===== src/rtl/core/rqmpt_pkg.sv =====
`default_nettype none
// ----------------------------------------------------------------------------
// rqmpt_pkg: shared types and codes for the ready-queue slot table
// Holds the status codes, action codes and fixed field widths of the stream
// ports.
// ----------------------------------------------------------------------------
package rqmpt_pkg;

    // Field widths on the stream ports
    localparam int ID_W       = 16;
    localparam int PRIO_W     = 8;
    localparam int STAT_W     = 2;
    localparam int OCC_W      = 6;
    localparam int IN_DATA_W  = 24;
    localparam int OUT_DATA_W = 32;

    typedef logic [STAT_W-1:0] t_status;

    // Status codes
    localparam t_status STAT_DONE  = 2'd0;
    localparam t_status STAT_FULL  = 2'd1;
    localparam t_status STAT_BADID = 2'd2;
    localparam t_status STAT_EMPTY = 2'd3;

    // Request kinds
    localparam logic ACT_INSERT = 1'b0;
    localparam logic ACT_REMOVE = 1'b1;

endpackage : rqmpt_pkg
`default_nettype wire


===== src/rtl/core/ready_queue_min_priority_table.sv =====
`default_nettype none
// A request that scans walks the slot store one entry a cycle over its read port,
//   then the wrap and finish states; finish waits for room in the output register.
// Requests refused up front (table full, id zero, table empty) go straight to the finish state.
// One request in flight: a new request is accepted only after the result is committed.
// Reset (i_rst_n low, synchronous) clears all slot valid bits and the occupancy;
//   the slot store itself is not cleared and holds no meaning until written.
// ----------------------------------------------------------------------------
// ready_queue_min_priority_table: scheduler ready queue over a slot table
// Insert fills the first free slot with an id and priority; remove frees the
// valid slot with the smallest priority (the later slot on a tie).
// ----------------------------------------------------------------------------
module ready_queue_min_priority_table #(
    parameter int SLOTS     = 32,
    parameter int ID_BITS   = 16,
    parameter int PRIO_BITS = 8
) (
    input  wire logic                              i_clk,
    input  wire logic                              i_rst_n,
    // request stream
    input  wire logic                              s_axis_tvalid,
    output logic                                   s_axis_tready,
    input  wire logic [rqmpt_pkg::IN_DATA_W-1:0]   s_axis_tdata,  // proc_id, proc_priority
    input  wire logic                              s_axis_tuser,  // action
    // result stream
    output logic                                   m_axis_tvalid,
    input  wire logic                              m_axis_tready,
    output logic      [rqmpt_pkg::OUT_DATA_W-1:0]  m_axis_tdata   // status, removed_id,
                                                                  // removed_priority, occupancy
);

    import rqmpt_pkg::*;

    localparam int IDX_W = $clog2(SLOTS);
    localparam int CNT_W = $clog2(SLOTS + 1);

    // request fields, cut to the stored widths
    logic [ID_W-1:0]      in_id_field;
    logic [PRIO_W-1:0]    in_prio_field;
    logic [ID_BITS-1:0]   req_id;
    logic [PRIO_BITS-1:0] req_prio;

    // slot store port
    logic                 ram_we;
    logic [IDX_W-1:0]     ram_waddr;
    logic [ID_BITS-1:0]   ram_wid;
    logic [PRIO_BITS-1:0] ram_wprio;
    logic [IDX_W-1:0]     ram_raddr;
    logic [ID_BITS-1:0]   ram_rid;
    logic [PRIO_BITS-1:0] ram_rprio;

    // committed result from the sequencer
    logic                 res_valid;
    t_status              res_status;
    logic [ID_BITS-1:0]   res_id;
    logic [PRIO_BITS-1:0] res_prio;
    logic [CNT_W-1:0]     res_count;
    logic                 res_room;

    // output register
    logic                  r_out_valid;
    logic [OUT_DATA_W-1:0] r_out_data;

    assign in_id_field   = s_axis_tdata[ID_W-1:0];
    assign in_prio_field = s_axis_tdata[ID_W +: PRIO_W];
    assign req_id        = ID_BITS'(in_id_field);
    assign req_prio      = PRIO_BITS'(in_prio_field);

    rqmpt_slot_ram #(
        .SLOTS     (SLOTS),
        .ID_BITS   (ID_BITS),
        .PRIO_BITS (PRIO_BITS),
        .IDX_W     (IDX_W)
    ) u_slot_ram (
        .i_clk   (i_clk),
        .i_we    (ram_we),
        .i_waddr (ram_waddr),
        .i_wid   (ram_wid),
        .i_wprio (ram_wprio),
        .i_raddr (ram_raddr),
        .o_rid   (ram_rid),
        .o_rprio (ram_rprio)
    );

    rqmpt_ctrl #(
        .SLOTS     (SLOTS),
        .ID_BITS   (ID_BITS),
        .PRIO_BITS (PRIO_BITS),
        .IDX_W     (IDX_W),
        .CNT_W     (CNT_W)
    ) u_ctrl (
        .i_clk        (i_clk),
        .i_rst_n      (i_rst_n),
        .i_req_valid  (s_axis_tvalid),
        .o_req_ready  (s_axis_tready),
        .i_action     (s_axis_tuser),
        .i_id         (req_id),
        .i_prio       (req_prio),
        .o_ram_we     (ram_we),
        .o_ram_waddr  (ram_waddr),
        .o_ram_wid    (ram_wid),
        .o_ram_wprio  (ram_wprio),
        .o_ram_raddr  (ram_raddr),
        .i_ram_rid    (ram_rid),
        .i_ram_rprio  (ram_rprio),
        .i_res_room   (res_room),
        .o_res_valid  (res_valid),
        .o_res_status (res_status),
        .o_res_id     (res_id),
        .o_res_prio   (res_prio),
        .o_res_count  (res_count)
    );

    // Commit a result only when the output register is free or drains this cycle.
    assign res_room = !r_out_valid || m_axis_tready;

    always_ff @(posedge i_clk) begin
        if (!i_rst_n) begin
            r_out_valid <= 1'b0;
        end else if (res_valid) begin
            r_out_valid <= 1'b1;
        end else if (m_axis_tready) begin
            r_out_valid <= 1'b0;
        end
        if (res_valid) begin
            // pack from the lowest bit: status, id, priority, occupancy
            r_out_data <= {OCC_W'(res_count), PRIO_W'(res_prio),
                           ID_W'(res_id), res_status};
        end
    end

    assign m_axis_tvalid = r_out_valid;
    assign m_axis_tdata  = r_out_data;

    // One request in flight: the request port closes right after an accept.
    a_one_in_flight: assert property (@(posedge i_clk) disable iff (!i_rst_n)
        (s_axis_tvalid && s_axis_tready) |=> !s_axis_tready)
        else $error("request accepted while another is in flight");

    // An empty-table result carries no removed process and zero occupancy.
    a_empty_result: assert property (@(posedge i_clk) disable iff (!i_rst_n)
        (m_axis_tvalid && (m_axis_tdata[STAT_W-1:0] == STAT_EMPTY)) |->
        (m_axis_tdata[OUT_DATA_W-1:STAT_W] == '0))
        else $error("empty status with nonzero payload");

    // A full-table refusal reports the table at capacity.
    a_full_result: assert property (@(posedge i_clk) disable iff (!i_rst_n)
        (m_axis_tvalid && (m_axis_tdata[STAT_W-1:0] == STAT_FULL)) |->
        (m_axis_tdata[OUT_DATA_W-1 -: OCC_W] == OCC_W'(SLOTS)))
        else $error("full status without full occupancy");

    // A result is committed only into a free or draining output register.
    a_no_overwrite: assert property (@(posedge i_clk) disable iff (!i_rst_n)
        res_valid |-> (!r_out_valid || m_axis_tready))
        else $error("result overwrote a pending output");

endmodule : ready_queue_min_priority_table
`default_nettype wire


===== src/rtl/core/rqmpt_slot_ram.sv =====
`default_nettype none
// ----------------------------------------------------------------------------
// rqmpt_slot_ram: slot id and priority store
// One write port and one read port; read data registered.
// ----------------------------------------------------------------------------
module rqmpt_slot_ram #(
    parameter int SLOTS     = 32,
    parameter int ID_BITS   = 16,
    parameter int PRIO_BITS = 8,
    parameter int IDX_W     = $clog2(SLOTS)
) (
    input  wire logic                 i_clk,
    input  wire logic                 i_we,
    input  wire logic [IDX_W-1:0]     i_waddr,
    input  wire logic [ID_BITS-1:0]   i_wid,
    input  wire logic [PRIO_BITS-1:0] i_wprio,
    input  wire logic [IDX_W-1:0]     i_raddr,
    output logic      [ID_BITS-1:0]   o_rid,
    output logic      [PRIO_BITS-1:0] o_rprio
);

    logic [ID_BITS-1:0]   r_id_mem   [SLOTS];
    logic [PRIO_BITS-1:0] r_prio_mem [SLOTS];

    always_ff @(posedge i_clk) begin
        if (i_we) begin
            r_id_mem[i_waddr]   <= i_wid;
            r_prio_mem[i_waddr] <= i_wprio;
        end
        o_rid   <= r_id_mem[i_raddr];
        o_rprio <= r_prio_mem[i_raddr];
    end

endmodule : rqmpt_slot_ram
`default_nettype wire


===== src/rtl/core/rqmpt_ctrl.sv =====
`default_nettype none
// ----------------------------------------------------------------------------
// rqmpt_ctrl: scan sequencer for insert and remove requests
// Walks the slot store one entry a cycle, tracks duplicate, first free slot
// and minimum priority, then commits the write-back and the result.
// ----------------------------------------------------------------------------
module rqmpt_ctrl #(
    parameter int SLOTS     = 32,
    parameter int ID_BITS   = 16,
    parameter int PRIO_BITS = 8,
    parameter int IDX_W     = $clog2(SLOTS),
    parameter int CNT_W     = $clog2(SLOTS + 1)
) (
    input  wire logic                 i_clk,
    input  wire logic                 i_rst_n,
    // request side
    input  wire logic                 i_req_valid,
    output logic                      o_req_ready,
    input  wire logic                 i_action,
    input  wire logic [ID_BITS-1:0]   i_id,
    input  wire logic [PRIO_BITS-1:0] i_prio,
    // slot store
    output logic                      o_ram_we,
    output logic      [IDX_W-1:0]     o_ram_waddr,
    output logic      [ID_BITS-1:0]   o_ram_wid,
    output logic      [PRIO_BITS-1:0] o_ram_wprio,
    output logic      [IDX_W-1:0]     o_ram_raddr,
    input  wire logic [ID_BITS-1:0]   i_ram_rid,
    input  wire logic [PRIO_BITS-1:0] i_ram_rprio,
    // result side
    input  wire logic                 i_res_room,
    output logic                      o_res_valid,
    output rqmpt_pkg::t_status        o_res_status,
    output logic      [ID_BITS-1:0]   o_res_id,
    output logic      [PRIO_BITS-1:0] o_res_prio,
    output logic      [CNT_W-1:0]     o_res_count
);

    import rqmpt_pkg::*;

    typedef enum logic [1:0] {
        S_IDLE,
        S_SCAN,
        S_WRAP,
        S_FINISH
    } t_state;

    localparam logic [IDX_W-1:0] LAST_IDX = IDX_W'(SLOTS - 1);
    localparam logic [CNT_W-1:0] FULL_CNT = CNT_W'(SLOTS);

    t_state                r_state,       n_state;
    logic                  r_action,      n_action;
    logic [ID_BITS-1:0]    r_id,          n_id;
    logic [PRIO_BITS-1:0]  r_prio,        n_prio;
    logic [IDX_W-1:0]      r_idx,         n_idx;
    logic                  r_rd_vld,      n_rd_vld;
    logic [IDX_W-1:0]      r_rd_idx,      n_rd_idx;
    logic                  r_dup,         n_dup;
    logic                  r_free_found,  n_free_found;
    logic [IDX_W-1:0]      r_free_idx,    n_free_idx;
    logic                  r_best_found,  n_best_found;
    logic [IDX_W-1:0]      r_best_idx,    n_best_idx;
    logic [ID_BITS-1:0]    r_best_id,     n_best_id;
    logic [PRIO_BITS-1:0]  r_best_prio,   n_best_prio;
    logic                  r_skip,        n_skip;
    t_status               r_skip_status, n_skip_status;
    logic [SLOTS-1:0]      r_valid,       n_valid;
    logic [CNT_W-1:0]      r_count,       n_count;
    logic                  r_res_valid,   n_res_valid;
    t_status               r_res_status,  n_res_status;
    logic [ID_BITS-1:0]    r_res_id,      n_res_id;
    logic [PRIO_BITS-1:0]  r_res_prio,    n_res_prio;

    logic slot_v;
    logic ins_commit;

    assign slot_v     = r_valid[r_rd_idx];
    assign ins_commit = (r_state == S_FINISH) && i_res_room && !r_skip
                        && (r_action == ACT_INSERT) && !r_dup;

    always_comb begin
        n_state       = r_state;
        n_action      = r_action;
        n_id          = r_id;
        n_prio        = r_prio;
        n_idx         = r_idx;
        n_rd_vld      = 1'b0;
        n_rd_idx      = r_idx;
        n_dup         = r_dup;
        n_free_found  = r_free_found;
        n_free_idx    = r_free_idx;
        n_best_found  = r_best_found;
        n_best_idx    = r_best_idx;
        n_best_id     = r_best_id;
        n_best_prio   = r_best_prio;
        n_skip        = r_skip;
        n_skip_status = r_skip_status;
        n_valid       = r_valid;
        n_count       = r_count;
        n_res_valid   = 1'b0;
        n_res_status  = r_res_status;
        n_res_id      = r_res_id;
        n_res_prio    = r_res_prio;

        // fold in the entry read last cycle
        if (r_rd_vld) begin
            if (r_action == ACT_INSERT) begin
                if (slot_v && (i_ram_rid == r_id)) begin
                    n_dup = 1'b1;
                end
                if (!slot_v && !r_free_found) begin
                    n_free_found = 1'b1;
                    n_free_idx   = r_rd_idx;
                end
            end else if (slot_v && (!r_best_found || (i_ram_rprio <= r_best_prio))) begin
                n_best_found = 1'b1;
                n_best_idx   = r_rd_idx;
                n_best_id    = i_ram_rid;
                n_best_prio  = i_ram_rprio;
            end
        end

        unique case (r_state)
            S_IDLE: begin
                if (i_req_valid) begin
                    n_action      = i_action;
                    n_id          = i_id;
                    n_prio        = i_prio;
                    n_idx         = '0;
                    n_dup         = 1'b0;
                    n_free_found  = 1'b0;
                    n_best_found  = 1'b0;
                    n_skip        = 1'b1;
                    n_skip_status = STAT_DONE;
                    n_state       = S_FINISH;
                    if (i_action == ACT_INSERT) begin
                        // fullness is checked before the id
                        if (r_count >= FULL_CNT) begin
                            n_skip_status = STAT_FULL;
                        end else if (i_id == '0) begin
                            n_skip_status = STAT_BADID;
                        end else begin
                            n_skip  = 1'b0;
                            n_state = S_SCAN;
                        end
                    end else begin
                        if (r_count == '0) begin
                            n_skip_status = STAT_EMPTY;
                        end else begin
                            n_skip  = 1'b0;
                            n_state = S_SCAN;
                        end
                    end
                end
            end
            S_SCAN: begin
                n_rd_vld = 1'b1;
                n_rd_idx = r_idx;
                n_idx    = r_idx + 1'b1;
                if (r_idx == LAST_IDX) begin
                    n_state = S_WRAP;
                end
            end
            S_WRAP: begin
                n_state = S_FINISH;
            end
            S_FINISH: begin
                if (i_res_room) begin
                    n_res_valid = 1'b1;
                    n_res_id    = '0;
                    n_res_prio  = '0;
                    n_state     = S_IDLE;
                    if (r_skip) begin
                        n_res_status = r_skip_status;
                    end else if (r_action == ACT_INSERT) begin
                        if (r_dup) begin
                            n_res_status = STAT_BADID;
                        end else begin
                            n_res_status          = STAT_DONE;
                            n_valid[r_free_idx]   = 1'b1;
                            n_count               = r_count + 1'b1;
                        end
                    end else begin
                        n_res_status        = STAT_DONE;
                        n_res_id            = r_best_id;
                        n_res_prio          = r_best_prio;
                        n_valid[r_best_idx] = 1'b0;
                        n_count             = r_count - 1'b1;
                    end
                end
            end
            default: begin
                n_state = S_IDLE;
            end
        endcase
    end

    always_ff @(posedge i_clk) begin
        if (!i_rst_n) begin
            r_state     <= S_IDLE;
            r_rd_vld    <= 1'b0;
            r_valid     <= '0;
            r_count     <= '0;
            r_res_valid <= 1'b0;
        end else begin
            r_state     <= n_state;
            r_rd_vld    <= n_rd_vld;
            r_valid     <= n_valid;
            r_count     <= n_count;
            r_res_valid <= n_res_valid;
        end
        r_action      <= n_action;
        r_id          <= n_id;
        r_prio        <= n_prio;
        r_idx         <= n_idx;
        r_rd_idx      <= n_rd_idx;
        r_dup         <= n_dup;
        r_free_found  <= n_free_found;
        r_free_idx    <= n_free_idx;
        r_best_found  <= n_best_found;
        r_best_idx    <= n_best_idx;
        r_best_id     <= n_best_id;
        r_best_prio   <= n_best_prio;
        r_skip        <= n_skip;
        r_skip_status <= n_skip_status;
        r_res_status  <= n_res_status;
        r_res_id      <= n_res_id;
        r_res_prio    <= n_res_prio;
    end

    assign o_req_ready  = (r_state == S_IDLE);
    assign o_ram_we     = ins_commit;
    assign o_ram_waddr  = r_free_idx;
    assign o_ram_wid    = r_id;
    assign o_ram_wprio  = r_prio;
    assign o_ram_raddr  = r_idx;
    assign o_res_valid  = r_res_valid;
    assign o_res_status = r_res_status;
    assign o_res_id     = r_res_id;
    assign o_res_prio   = r_res_prio;
    assign o_res_count  = r_count;

endmodule : rqmpt_ctrl
`default_nettype wire


===== config.mk =====
export PLATFORM = sky130hd
export DESIGN_NAME = ready_queue_min_priority_table
export DESIGN_NICKNAME = d
export VERILOG_FILES = /design/src/rtl/core/rqmpt_pkg.sv /design/src/rtl/core/ready_queue_min_priority_table.sv /design/src/rtl/core/rqmpt_slot_ram.sv /design/src/rtl/core/rqmpt_ctrl.sv
export SDC_FILE = /design/constraint.sdc
export NUM_CORES = 1
export LEC_CHECK = 0
export ABC_AREA = 1
export ABC_CLOCK_PERIOD_IN_PS = 3860
export BUFFER_PORTS_ARGS = -buffer_cell sky130_fd_sc_hd__buf_2
export CORE_MARGIN = 5
export CORE_UTILIZATION = 40
export CTS_BUF_LIST = sky130_fd_sc_hd__clkbuf_8
export DETAILED_ROUTE_END_ITERATION = 8
export PLACE_DENSITY_LB_ADDON = 0.12
export REMOVE_ABC_BUFFERS = 1
export SYNTH_ARGS = -nofsm -noshare
export SYNTH_HDL_FRONTEND = slang
export SYNTH_SLANG_ARGS = --single-unit

===== constraint.sdc =====
create_clock -name i_clk -period 3.86 [get_ports i_clk]
set_input_delay 0.579 -clock i_clk [delete_from_list [all_inputs] [get_ports i_clk]]
set_output_delay 0.579 -clock i_clk [all_outputs]
set_load 0.05 [all_outputs]

==> run summary <==
Unique masters post-synth: 42
GR Util met2: 34.2%
Worst-Margin Slew: 1.30 ns
Yosys reg bits: 968
fmax: 346 MHz
HPWL after DPL: 64.7 mm
ys flop type: edfxtp_1
Final Cycle Share: 74.8%
final worst slack: 0.972 ns
GRT Total Usage: 21.7%
Final #Nets: 3110
setup slack at placement: 0.827 ns
cell area after synthesis: 0.0379 mm2
max-cap viol count: 0
core area: 0.0946 mm2
clk_skew: 0.0382 ns
GRT overflow: 0
initial antenna violation count: 8
vias in the first global route: 23990
clk_lat worst skew: 0.84 ns
crit path capture type: flop
Final Hold Vio Count: 0
die area: 0.101 mm2
Synth Area per Inst: 13.2 um2
Clk pin slew, worst setup/hold paths: 0.06 ns
grt met1 use: 30.2%
largest area contributor in the netlist: edfxtp_1
ys async rst share: 0%
DRC Markers: 0
Ys Warns: 0
routed vias: 24027
gr busiest metal: met2
starting density of the core: 40.1%
clock sink total: 968
post-CTS setup buffers: 0
pwr/cell area: 688 mW/mm2
Die Wd: 318 um
top area cells in the synthesized netlist: edfxtp_1, nand2_1, dfxtp_1, o21ai_0, nor2_1
total power: 0.0300 W
Ports: 63
top-count cell post-synth: edfxtp_1
critical path data required time: 4.30 ns
placed inst area: 0.0402 mm2
minimum clock period: 2.89 ns
layout cells sized above 1: 13.2%
critical path type: reg -> reg
H-tree levels: 4
row count: 113
post-route ant nets: 0
RSZ-0062 raised after global routing: false
HP Class: in -> reg
outcome: completed
drt first pass iters: 6
clk root buf: clkbuf_8
Layout area overhead: 14.7%
post-synth top area share: 70.7%
Startpoint Class: flop
number of flops mapped to enable cells by yosys: 893
VDD IR max: 0.424 mV
Design Area, Final: 0.0435 mm2
total CTS buffers: 163
clock buffer depth: 3
Static Leak: 15.3 nW
CTS tree: done
WL per Instance: 25.1 um
CTS Hold Bufs: 26
Post-synth top cells: edfxtp_1, nand2_1, nor2_1
I/O Buffers: 62
Mapped Cells: 2872
GPL Wtd Cong: 0.896
DRT Wirelength: 112 mm
Final setup violation count: 0
max-slew violations: 0
first-pass GRT wire length: 162 mm
GR Util met3: 4.52%
initial drt markers: 2372
Max Fanout on Critical Path: 25
largest net degree at the start of global routing: 101
Vert. Die Dim: 318 um
Worst slew margin: 13.0%
Data arrival, critical path: 3.33 ns
Vias/cell: 5.38
post-CTS resize count: 0
register area share after synthesis: 74.6%
final setup TNS: 0 ns
-- through the flow --
| stage | utilization, % | hold WS (ns) | std cells |
|---|---|---|---|
| final | 46.0 | 0.103 | 4468 |
| after global routing | 46.0 | 0.0563 | 4468 |
| after CTS | 46.0 | 0.00950 | 4466 |
| after detailed placement | 42.5 | 0.405 | 4136 |
| after global placement | 42.5 | 0.405 | 4136 |
| after floorplan | - | 0.400 | 2714 |
-- critical path, stage by stage, from the launching register on --
cell and delay, ns:
edfxtp_1 0.41, inv_2 0.26, nand3_1 0.13, nor2_2 0.20
inv_2 0.24, nor2_1 0.27, inv_1 0.19, nor2_4 0.78
-- path summary, 6_finish.rpt --
| kind | startpoint | end | slack [ns] | cells past startpoint |
|---|---|---|---|---|
| setup / recovery | u_ctrl.r_action$_DFFE_PP_ | u_slot_ram.r_id_mem[19][0]$_DFFE_PP_ | 0.97 | 7 |
| setup reg to reg | u_ctrl.r_action$_DFFE_PP_ | u_slot_ram.r_id_mem[19][0]$_DFFE_PP_ | 0.97 | 7 |
| hold / removal | m_axis_tready | m_axis_tvalid$_SDFFE_PN0P_ | 0.10 | 4 |
| hold reg to reg | u_ctrl.o_res_prio[5]$_SDFFCE_PP0P_ | m_axis_tdata[23]$_DFFE_PP_ | 0.42 | 0 |
-- where the power goes --
group	switching [W]	internal, W	total (W)	leakage [nW]
Clock	0.00419	0.00446	0.00865	1.81
Combinational	0.00586	0.00238	0.00825	4.81
Sequential	0.000669	0.0124	0.0131	8.67
-- flip-flops by register name, summed over array words and instances (netlist names), 2 cells and up --
signal and flops:
u_ctrl.o_ram_wprio 8, u_slot_ram.r_id_mem 512, u_ctrl.o_ram_wid 16, u_ctrl.o_res_count 6, u_ctrl.r_valid 32, u_ctrl.r_best_id 16
u_ctrl.o_res_prio 8, u_slot_ram.r_prio_mem 256, u_slot_ram.o_rid 16, u_ctrl.r_rd_idx 5, u_ctrl.r_skip_status 2, u_ctrl.o_res_id 16
u_ctrl.r_best_prio 8, u_ctrl.o_res_status 2, u_slot_ram.o_rprio 8, u_ctrl.r_best_idx 5, u_ctrl.o_ram_raddr 5, u_ctrl.r_state 2
u_ctrl.o_ram_waddr 5, m_axis_tdata 32
-- layout make-up --
class / instances / area [um2]
Fill cell: 8487 / 51100
Sequential cell: 968 / 28300
Multi-Input combinational cell: 1642 / 8620
Clock buffer: 177 / 2440
Tap cell: 1265 / 1580
Timing Repair Buffer: 183 / 1500
Clock inverter: 127 / 669
Inverter: 104 / 402
Antenna cell: 2 / 5.00
-- logic make-up (layout without fill, tap and decap cells) --
kind of cell             count (synthesis)  count (layout)  share of synthesized area (%)
flip-flops                             968             968                           74.6
other                                    0               2                              0
adder cells (fa/ha/maj)                 19              19                          0.646
AO/OA/AOI/OAI                          625             625                           9.33
buffers and inverters                  262             591                           3.25
multiplexers                            96              96                           2.53
AND/OR/NAND/NOR                        892             892                           9.37
XOR/XNOR                                10              10                          0.231
-- cell usage in the layout, fill, tap and decap left out, types with 28 or more instances in the layout --
cell type	Yosys	routed
nand3_1	65	65
inv_1	94	156
o211ai_1	72	72
buf_4	16	78
clkinv_1	1	31
nor2_1	295	274
mux2i_1	96	96
nand2_1	481	480
o21ai_1	28	28
clkbuf_8	0	177
dfxtp_1	75	74
o21ai_0	226	226
edfxtp_1	893	893
a21oi_1	161	160
o22ai_1	97	97
buf_2	46	62
-- layer usage --
| metal | up-vias | routed length [um] |
|---|---|---|
| met5 | - | 0 |
| met4 | 0 | 3140 |
| met3 | 186 | 7820 |
| met2 | 843 | 52000 |
| met1 | 12104 | 49000 |
| li1 | 10894 | - |
Power figures use the tool's default switching activity.
